<file path="src/rtl/sha_pkg.sv">
// sha_pkg: shared types, constants and state codes for the sha-256 message hash
// used by sha_wram, sha_core and sha256_message_hash; no dependencies
`default_nettype none

package sha_pkg;

    localparam int WIN_DEPTH = 16;
    localparam int WIN_AW    = $clog2(WIN_DEPTH);
    localparam int ROUNDS    = 64;

    localparam logic [7:0]        PAD_BYTE = 8'h80;
    localparam logic [WIN_AW-1:0] LEN_SLOT = 4'd14;
    localparam logic [WIN_AW-1:0] LAST_SLOT = 4'd15;

    typedef logic [31:0] t_word;

    typedef struct packed {
        logic [31:0] data_word;
        logic [2:0]  valid_bytes;
        logic        final_item;
    } t_in_item;

    typedef struct packed {
        logic [31:0] digest_word;
        logic [2:0]  word_index;
        logic        last_word;
    } t_out_item;

    typedef struct packed {
        logic start;
        logic init;
    } t_core_ctl;

    typedef struct packed {
        logic busy;
        logic done;
    } t_core_sts;

    typedef enum logic [2:0] {
        ST_IN,
        ST_PAD,
        ST_ZERO,
        ST_LEN_LO,
        ST_COMP,
        ST_OUT
    } t_state;

    localparam t_word INIT_HASH [8] = '{
        32'h6a09e667, 32'hbb67ae85, 32'h3c6ef372, 32'ha54ff53a,
        32'h510e527f, 32'h9b05688c, 32'h1f83d9ab, 32'h5be0cd19
    };

    localparam t_word ROUND_K [ROUNDS] = '{
        32'h428a2f98, 32'h71374491, 32'hb5c0fbcf, 32'he9b5dba5,
        32'h3956c25b, 32'h59f111f1, 32'h923f82a4, 32'hab1c5ed5,
        32'hd807aa98, 32'h12835b01, 32'h243185be, 32'h550c7dc3,
        32'h72be5d74, 32'h80deb1fe, 32'h9bdc06a7, 32'hc19bf174,
        32'he49b69c1, 32'hefbe4786, 32'h0fc19dc6, 32'h240ca1cc,
        32'h2de92c6f, 32'h4a7484aa, 32'h5cb0a9dc, 32'h76f988da,
        32'h983e5152, 32'ha831c66d, 32'hb00327c8, 32'hbf597fc7,
        32'hc6e00bf3, 32'hd5a79147, 32'h06ca6351, 32'h14292967,
        32'h27b70a85, 32'h2e1b2138, 32'h4d2c6dfc, 32'h53380d13,
        32'h650a7354, 32'h766a0abb, 32'h81c2c92e, 32'h92722c85,
        32'ha2bfe8a1, 32'ha81a664b, 32'hc24b8b70, 32'hc76c51a3,
        32'hd192e819, 32'hd6990624, 32'hf40e3585, 32'h106aa070,
        32'h19a4c116, 32'h1e376c08, 32'h2748774c, 32'h34b0bcb5,
        32'h391c0cb3, 32'h4ed8aa4a, 32'h5b9cca4f, 32'h682e6ff3,
        32'h748f82ee, 32'h78a5636f, 32'h84c87814, 32'h8cc70208,
        32'h90befffa, 32'ha4506ceb, 32'hbef9a3f7, 32'hc67178f2
    };

endpackage

`default_nettype wire

</file>
<file path="src/rtl/sha_wram.sv">
// sha_wram: 16-word message block memory, one write and one registered read port
// depends on sha_pkg
`default_nettype none

module sha_wram (
    input  wire logic                      i_clk,
    input  wire logic                      i_we,
    input  wire logic [sha_pkg::WIN_AW-1:0] i_waddr,
    input  wire sha_pkg::t_word            i_wdata,
    input  wire logic                      i_re,
    input  wire logic [sha_pkg::WIN_AW-1:0] i_raddr,
    output sha_pkg::t_word                 o_rdata
);

    sha_pkg::t_word r_mem [sha_pkg::WIN_DEPTH];
    sha_pkg::t_word r_rdata;

    always_ff @(posedge i_clk) begin
        if (i_we) begin
            r_mem[i_waddr] <= i_wdata;
        end
    end

    always_ff @(posedge i_clk) begin
        if (i_re) begin
            r_rdata <= r_mem[i_raddr];
        end
    end

    assign o_rdata = r_rdata;

endmodule

`default_nettype wire

</file>
<file path="src/rtl/sha_core.sv">
// sha_core: 64-round compression, one round per cycle, with the chaining value
// reads the block from sha_wram; depends on sha_pkg
`default_nettype none

module sha_core (
    input  wire logic                       i_clk,
    input  wire logic                       i_rst_n,
    input  wire sha_pkg::t_core_ctl         i_ctl,
    output sha_pkg::t_core_sts              o_sts,
    output logic                            o_re,
    output logic [sha_pkg::WIN_AW-1:0]      o_raddr,
    input  wire sha_pkg::t_word             i_rdata,
    output sha_pkg::t_word                  o_chain [8]
);

    logic           r_busy;
    logic           r_fin;
    logic [5:0]     r_cnt;
    sha_pkg::t_word r_chain [8];
    sha_pkg::t_word r_v [8];
    sha_pkg::t_word r_win [sha_pkg::WIN_DEPTH];

    sha_pkg::t_word w_exp, w_wt, w_s0, w_s1, w_big0, w_big1, w_ch, w_maj, w_t1;
    sha_pkg::t_word w_x, w_y, w_a, w_e;

    always_comb begin
        w_x    = r_win[1];
        w_y    = r_win[14];
        w_s0   = {w_x[6:0], w_x[31:7]} ^ {w_x[17:0], w_x[31:18]} ^ (w_x >> 3);
        w_s1   = {w_y[16:0], w_y[31:17]} ^ {w_y[18:0], w_y[31:19]} ^ (w_y >> 10);
        w_exp  = w_s1 + r_win[9] + w_s0 + r_win[0];
        w_wt   = (r_cnt < 6'd16) ? i_rdata : w_exp;
        w_a    = r_v[0];
        w_e    = r_v[4];
        w_big1 = {w_e[5:0], w_e[31:6]} ^ {w_e[10:0], w_e[31:11]} ^ {w_e[24:0], w_e[31:25]};
        w_ch   = (w_e & r_v[5]) ^ (~w_e & r_v[6]);
        w_t1   = r_v[7] + w_big1 + w_ch + sha_pkg::ROUND_K[r_cnt] + w_wt;
        w_big0 = {w_a[1:0], w_a[31:2]} ^ {w_a[12:0], w_a[31:13]} ^ {w_a[21:0], w_a[31:22]};
        w_maj  = (w_a & r_v[1]) ^ (w_a & r_v[2]) ^ (r_v[1] & r_v[2]);
    end

    // prefetch the next block word in the cycle before its round
    assign o_re    = i_ctl.start | (r_busy & (r_cnt < 6'd15));
    assign o_raddr = i_ctl.start ? '0 : (r_cnt[sha_pkg::WIN_AW-1:0] + 4'd1);

    assign o_sts.busy = r_busy;
    assign o_sts.done = r_fin;
    assign o_chain    = r_chain;

    always_ff @(posedge i_clk) begin
        if (!i_rst_n) begin
            r_busy  <= 1'b0;
            r_fin   <= 1'b0;
            r_cnt   <= '0;
            r_chain <= sha_pkg::INIT_HASH;
        end else begin
            if (i_ctl.init) begin
                r_chain <= sha_pkg::INIT_HASH;
            end
            if (i_ctl.start) begin
                r_busy <= 1'b1;
                r_cnt  <= '0;
            end else if (r_busy) begin
                r_cnt <= r_cnt + 6'd1;
                if (r_cnt == 6'(sha_pkg::ROUNDS - 1)) begin
                    r_busy <= 1'b0;
                    r_fin  <= 1'b1;
                end
            end
            if (r_fin) begin
                r_fin <= 1'b0;
                for (int i = 0; i < 8; i++) begin
                    r_chain[i] <= r_chain[i] + r_v[i];
                end
            end
        end
    end

    always_ff @(posedge i_clk) begin
        if (i_ctl.start) begin
            r_v <= r_chain;
        end else if (r_busy) begin
            r_v[7] <= r_v[6];
            r_v[6] <= r_v[5];
            r_v[5] <= r_v[4];
            r_v[4] <= r_v[3] + w_t1;
            r_v[3] <= r_v[2];
            r_v[2] <= r_v[1];
            r_v[1] <= r_v[0];
            r_v[0] <= w_t1 + w_big0 + w_maj;
            for (int i = 0; i < sha_pkg::WIN_DEPTH - 1; i++) begin
                r_win[i] <= r_win[i+1];
            end
            r_win[sha_pkg::WIN_DEPTH-1] <= w_wt;
        end
    end

endmodule

`default_nettype wire

</file>
<file path="src/rtl/sha256_message_hash.sv">
// sha256_message_hash: top level, word intake, padding, length and digest output
// depends on sha_pkg, sha_wram and sha_core
//
//  channel  dir  handshake                   payload
//  in       in   i_in_valid / o_in_stall     i_in_item  (data_word, valid_bytes, final_item)
//  out      out  o_out_valid / i_out_stall   o_out_item (digest_word, word_index, last_word)
//
// each message word is written into the block memory as it is accepted
// a full block then passes through the round unit (start, 64 rounds, chain add),
// and the input is stalled until the round unit is done with that block
// the final item adds the padding words and one or two more compressions,
// then eight digest items, one per cycle while out is not stalled
// reset is synchronous and active low; the next message is taken while the last
// digest item still waits in the output register
`default_nettype none

module sha256_message_hash (
    input  wire logic              i_clk,
    input  wire logic              i_rst_n,
    input  wire logic              i_in_valid,
    output logic                   o_in_stall,
    input  wire sha_pkg::t_in_item i_in_item,
    output logic                   o_out_valid,
    input  wire logic              i_out_stall,
    output sha_pkg::t_out_item     o_out_item
);

    sha_pkg::t_state               r_state, n_state;
    sha_pkg::t_state               r_ret, n_ret;
    logic [sha_pkg::WIN_AW-1:0]    r_slot;
    logic [63:0]                   r_bit_count;
    logic [2:0]                    r_oidx;
    logic                          r_out_valid;
    sha_pkg::t_out_item            r_out_item;

    sha_pkg::t_state               w_after;
    logic                          w_accept;
    logic                          w_push;
    sha_pkg::t_word                w_push_data;
    logic                          w_load_out;
    logic                          w_msg_done;
    logic [2:0]                    w_nbytes;
    logic                          w_last;
    sha_pkg::t_word                w_short;
    sha_pkg::t_word                w_data;

    sha_pkg::t_core_ctl            w_ctl;
    sha_pkg::t_core_sts            w_sts;
    logic                          w_re;
    logic [sha_pkg::WIN_AW-1:0]    w_raddr;
    sha_pkg::t_word                w_rdata;
    sha_pkg::t_word                w_chain [8];

    sha_wram u_wram (
        .i_clk   (i_clk),
        .i_we    (w_push),
        .i_waddr (r_slot),
        .i_wdata (w_push_data),
        .i_re    (w_re),
        .i_raddr (w_raddr),
        .o_rdata (w_rdata)
    );

    sha_core u_core (
        .i_clk   (i_clk),
        .i_rst_n (i_rst_n),
        .i_ctl   (w_ctl),
        .o_sts   (w_sts),
        .o_re    (w_re),
        .o_raddr (w_raddr),
        .i_rdata (w_rdata),
        .o_chain (w_chain)
    );

    always_comb begin
        w_data   = i_in_item.data_word;
        w_nbytes = (i_in_item.valid_bytes > 3'd4) ? 3'd4 : i_in_item.valid_bytes;
        w_last   = i_in_item.final_item | (w_nbytes != 3'd4);
        unique case (w_nbytes)
            3'd0:    w_short = {sha_pkg::PAD_BYTE, 24'h0};
            3'd1:    w_short = {w_data[31:24], sha_pkg::PAD_BYTE, 16'h0};
            3'd2:    w_short = {w_data[31:16], sha_pkg::PAD_BYTE, 8'h0};
            3'd3:    w_short = {w_data[31:8], sha_pkg::PAD_BYTE};
            default: w_short = w_data;
        endcase
    end

    assign o_in_stall = (r_state != sha_pkg::ST_IN);
    assign w_accept   = i_in_valid & ~o_in_stall;

    always_comb begin
        n_state     = r_state;
        n_ret       = r_ret;
        w_after     = r_state;
        w_push      = 1'b0;
        w_push_data = '0;
        w_load_out  = 1'b0;
        w_msg_done  = 1'b0;
        w_ctl       = '0;
        unique case (r_state)
            sha_pkg::ST_IN: begin
                if (i_in_valid) begin
                    w_push = 1'b1;
                    if (!w_last) begin
                        w_push_data = w_data;
                        w_after     = sha_pkg::ST_IN;
                    end else if (w_nbytes == 3'd4) begin
                        w_push_data = w_data;
                        w_after     = sha_pkg::ST_PAD;
                    end else begin
                        w_push_data = w_short;
                        w_after     = sha_pkg::ST_ZERO;
                    end
                end
            end
            sha_pkg::ST_PAD: begin
                w_push      = 1'b1;
                w_push_data = {sha_pkg::PAD_BYTE, 24'h0};
                w_after     = sha_pkg::ST_ZERO;
            end
            sha_pkg::ST_ZERO: begin
                w_push = 1'b1;
                if (r_slot == sha_pkg::LEN_SLOT) begin
                    w_push_data = r_bit_count[63:32];
                    w_after     = sha_pkg::ST_LEN_LO;
                end else begin
                    w_push_data = '0;
                    w_after     = sha_pkg::ST_ZERO;
                end
            end
            sha_pkg::ST_LEN_LO: begin
                w_push      = 1'b1;
                w_push_data = r_bit_count[31:0];
                w_after     = sha_pkg::ST_OUT;
            end
            sha_pkg::ST_COMP: begin
                if (w_sts.done) begin
                    n_state = r_ret;
                end
            end
            sha_pkg::ST_OUT: begin
                if (!r_out_valid || !i_out_stall) begin
                    w_load_out = 1'b1;
                    if (r_oidx == 3'd7) begin
                        w_msg_done = 1'b1;
                        n_state    = sha_pkg::ST_IN;
                    end
                end
            end
            default: n_state = sha_pkg::ST_IN;
        endcase
        // a write into the last slot completes the block
        if (w_push) begin
            if (r_slot == sha_pkg::LAST_SLOT) begin
                w_ctl.start = 1'b1;
                n_state     = sha_pkg::ST_COMP;
                n_ret       = w_after;
            end else begin
                n_state = w_after;
            end
        end
        w_ctl.init = w_msg_done;
    end

    always_ff @(posedge i_clk) begin
        if (!i_rst_n) begin
            r_state     <= sha_pkg::ST_IN;
            r_ret       <= sha_pkg::ST_IN;
            r_slot      <= '0;
            r_bit_count <= '0;
            r_oidx      <= '0;
            r_out_valid <= 1'b0;
        end else begin
            r_state <= n_state;
            r_ret   <= n_ret;
            if (w_push) begin
                r_slot <= r_slot + 4'd1;
            end
            if (w_msg_done) begin
                r_bit_count <= '0;
            end else if (w_accept) begin
                r_bit_count <= r_bit_count + {58'd0, w_nbytes, 3'b000};
            end
            if (w_load_out) begin
                r_oidx      <= r_oidx + 3'd1;
                r_out_valid <= 1'b1;
            end else if (!i_out_stall) begin
                r_out_valid <= 1'b0;
            end
        end
    end

    always_ff @(posedge i_clk) begin
        if (w_load_out) begin
            r_out_item.digest_word <= w_chain[r_oidx];
            r_out_item.word_index  <= r_oidx;
            r_out_item.last_word   <= (r_oidx == 3'd7);
        end
    end

    assign o_out_valid = r_out_valid;
    assign o_out_item  = r_out_item;

    a_no_write_in_rounds: assert property (@(posedge i_clk) disable iff (!i_rst_n)
        !(w_push && w_sts.busy))
        else $error("block memory written while rounds run");

    a_start_wraps_slot: assert property (@(posedge i_clk) disable iff (!i_rst_n)
        w_ctl.start |=> (r_slot == '0) && w_sts.busy)
        else $error("compression started without a full block");

    a_len_lo_slot: assert property (@(posedge i_clk) disable iff (!i_rst_n)
        (r_state == sha_pkg::ST_LEN_LO) |-> (r_slot == sha_pkg::LAST_SLOT))
        else $error("length low word not in last slot");

    a_done_after_busy: assert property (@(posedge i_clk) disable iff (!i_rst_n)
        w_sts.done |-> $past(w_sts.busy))
        else $error("chain update without preceding rounds");

endmodule

`default_nettype wire
</file>
<file path="config.mk">
export PLATFORM = sky130hd
export DESIGN_NAME = sha256_message_hash
export DESIGN_NICKNAME = d
export VERILOG_FILES = /design/src/rtl/sha_pkg.sv /design/src/rtl/sha_wram.sv /design/src/rtl/sha_core.sv /design/src/rtl/sha256_message_hash.sv
export SDC_FILE = /design/constraint.sdc
export NUM_CORES = 2
export LEC_CHECK = 0
export ABC_AREA = 0
export BUFFER_PORTS_ARGS = -buffer_cell sky130_fd_sc_hd__buf_2
export CAP_MARGIN = 20
export CORE_AREA = 5 5 414 416
export CTS_BUF_LIST = sky130_fd_sc_hd__clkbuf_4 sky130_fd_sc_hd__clkbuf_8
export CTS_CLUSTER_SIZE = 40
export DETAILED_ROUTE_END_ITERATION = 16
export DIE_AREA = 0 0 419 421
export GPL_TIMING_DRIVEN = 0
export HOLD_SLACK_MARGIN = 0.12
export PLACE_DENSITY = 0.73
export RECOVER_POWER = 50
export SYNTH_ARGS = -nofsm -noshare
export SYNTH_HDL_FRONTEND = slang
export SYNTH_SLANG_ARGS = --single-unit
</file>
<file path="constraint.sdc">
create_clock -name i_clk -period 17.75 [get_ports i_clk]
set_input_delay 3.55 -clock i_clk [delete_from_list [all_inputs] [get_ports i_clk]]
set_output_delay 3.55 -clock i_clk [all_outputs]
set_load 0.01 [all_outputs]
</file>
==> impl_metrics.env <==
export IMPL_worstSetupPathType="reg -> reg"
export IMPL_synth_ff_type="edfxtp_1"
export IMPL_hold_viol=0
export IMPL_cts_clk_slew_worst_paths_ns=0.06
export IMPL_postSynthAreaPerCell_um2=10.8
export IMPL_fin_skew_ns=0.0762
export IMPL_wirelength_um=320000
export IMPL_rows=150
export IMPL_cts_hold_buf=0
export IMPL_clock_sinks=1687
export IMPL_power_density_mw_per_mm2=80.7
export IMPL_use_met1_pct=48.9
export IMPL_drive_gt1_share_pct=8.84
export IMPL_mostFrequentLayoutCells="edfxtp_1 (1,348), nand2_1 (1,326), a21oi_1 (518), o21ai_0 (481), inv_1 (453)"
export IMPL_dpl_hpwl_um=241000
export IMPL_final_common_cell="edfxtp_1"
export IMPL_r2r_slack_ns=3.42
export IMPL_netlist_instances=8438
export IMPL_fin_ws_ns=3.42
export IMPL_syn_cell_area_mm2=0.0915
export IMPL_ios=78
export IMPL_holdCritPathClass="reg -> reg"
export IMPL_antenna_found_initial=24
export IMPL_grt_pass1_vias=67200
export IMPL_status="finished, violations left"
export IMPL_grt_util_met3_pct=11.0
export IMPL_via_count=70900
export IMPL_cts_buffers=302
export IMPL_cts_tree="built"
export IMPL_nFillCells=13600
export IMPL_finalSetupViolCount=0
export IMPL_grtUsageTotal_pct=35.3
export IMPL_cp_required_ns=18.49
export IMPL_max_freq_ghz=0.0698
export IMPL_ys_seq_area_share_pct=51.6
export IMPL_wl_per_cell_um=28.3
export IMPL_cpPeakStageDelay_ns=0.83
export IMPL_cp_max_fo=13
export IMPL_dpl_cell_count=10800
export IMPL_portBuffers=76
export IMPL_async_flop_share_pct=0
export IMPL_violations="capacitance limit, slew limit"
export IMPL_start_util_pct=54.9
export IMPL_post_cts_setup_buffers=0
export IMPL_start_kind="flip-flop"
export IMPL_hold_ws_ns=0.376
export IMPL_power_leakage_uw=0.0386
export IMPL_ys_types=95
export IMPL_synth_nets=9086
export IMPL_cts_resized=0
export IMPL_drtIter0Drc=10000
export IMPL_cts_root_buf="clkbuf_8"
export IMPL_busiest_layer="met2"
export IMPL_slew_limit_headroom_pct=-58.5
export IMPL_cp_num_buf_inv=11
export IMPL_cp_common_cell="clkbuf_1"
export IMPL_fin_setup_tns_ns=0
export IMPL_rsz0062_at_grt="false"
export IMPL_grt_use_met2_pct=50.5
export IMPL_critPathCaptureType="flip-flop"
export IMPL_routed_via_density=6.26
export IMPL_synth_edf_count=1348
export IMPL_core_mm2=0.167
export IMPL_cts_htree_levels=5
export IMPL_maxSlewViolCount=326
export IMPL_die_y_um=421
export IMPL_dieWidth_um=419
export IMPL_ir_drop_v=0.000151
export IMPL_worstMarginPinSlew_ns=2.38
export IMPL_fin_cells=11300
export IMPL_slowest_stage="clkbuf_1"
export IMPL_first_pass_iters=6
export IMPL_fin_crit_sh_pct=80.7
export IMPL_grt_max_degree=80
export IMPL_routabilityCongestion=1.05
export IMPL_insertion_delay_ns=1.07
export IMPL_synth_warnings=0
export IMPL_cap_violations=12
export IMPL_finalCriticalPeriod_ns=14.33
export IMPL_post_route_drc_count=0
export IMPL_dieArea_mm2=0.176
export IMPL_grt_first_pass_wirelength_um=456000
export IMPL_drtAntennaViolNets=0
export IMPL_syn2layout_area_growth_pct=11.0
export IMPL_max_clock_path_buffers=4
export IMPL_nets=9548
export IMPL_cp_arrival_ns=15.07
export IMPL_grt_overflow_total=0
export IMPL_path_delay_family="buffers and inverters"
export IMPL_pre_cts_ws_ns=3.87
export IMPL_synth_ff_latch_count=1687
==> where the power goes <==
group | internal [µW] | switching, µW
combinational | 58.7 | 168
sequential | 4300 | 15.7
clock | 2020 | 1630
total | 6390 | 1820
==> synth_stat cells, drive strengths merged (59+ instances only) <==
cell / instances / area, µm²
a31oi: 67 / 419
nor2: 448 / 1680
ha: 410 / 5130
a21o: 204 / 1530
nand3: 189 / 946
fa: 198 / 3960
clkbuf: 373 / 1400
nor3: 96 / 480
dfxtp: 339 / 6790
inv: 453 / 1700
mux4: 70 / 1580
a21oi: 519 / 2600
and3: 81 / 507
xor2: 251 / 2200
mux2: 97 / 1090
o21ai: 482 / 2410
edfxtp: 1348 / 40500
xnor2: 362 / 3170
nand2b: 59 / 369
nor2b: 123 / 769
mux2i: 88 / 881
nand2: 1326 / 4980
==> per-stage QoR <==
stage          utilization [%]  cell area, µm²  total power, µW
2_1_floorplan                -           91500             4510
3_3_place_gp              56.7           94700             4600
3_5_place_dp              57.6           96100             4630
4_1_cts                   61.1          102000             8240
5_1_grt                   60.9          102000             8440
6_report                  60.9          102000             8200
==> state kept, by name, summed over array words and instances (netlist names) <==
signal	count
u_core.r_win	512
u_wram.r_mem	512
u_core.o_chain	256
u_core.r_v	192
r_bit_count	61
o_out_item	36
u_core.w_a	32
u_core.w_e	32
u_wram.o_rdata	32
u_core.r_cnt	6
r_slot	4
r_oidx	3
r_ret	3
r_state	3
o_out_valid	1
u_core.r_busy	1
u_core.r_fin	1
==> path summary, 6_finish.rpt <==
check,end,from,cells after the start
worst max-delay path,u_core.w_a[31],u_core.r_cnt[0],42
worst min-delay path,u_core.r_win[1][114],u_core.r_win[1][146],0
worst max register to register,u_core.w_a[31],u_core.r_cnt[0],42
worst min register to register,u_core.r_win[1][114],u_core.r_win[1][146],0
==> cells by family (layout without fill, tap and decap cells) <==
kind of cell / after synthesis / count (layout) / share of synthesized area, %
simple gates: 2528 / 2528 / 12.1
compound gates: 1863 / 1863 / 12.8
flops: 1687 / 1687 / 51.6
buf+inv: 880 / 1557 / 3.65
xor+xnor: 614 / 614 / 5.89
fa+ha+maj: 611 / 611 / 9.97
mux: 255 / 255 / 3.88
other cells: 0 / 8 / 0
==> metal layers <==
| metal | vias up | wire, µm |
|---|---|---|
| li1 | 31200 | - |
| met1 | 34300 | 127000 |
| met2 | 4549 | 134000 |
| met3 | 898 | 40900 |
| met4 | 14 | 18900 |
| met5 | - | 92 |
==> layout make-up <==
cell class / instances / area, µm² / area share [%]
Sequential cell: 1687 / 47300 / 46.5
Multi-Input combinational cell: 5871 / 40900 / 40.3
Clock buffer: 431 / 5240 / 5.16
Tap cell: 2204 / 2760 / 2.71
Inverter: 456 / 1710 / 1.68
Buffer: 424 / 1630 / 1.60
Timing Repair Buffer: 158 / 1380 / 1.36
Clock inverter: 88 / 638 / 0.628
Antenna cell: 8 / 20.0 / 0.0197
(Power assumes the default switching activity.)
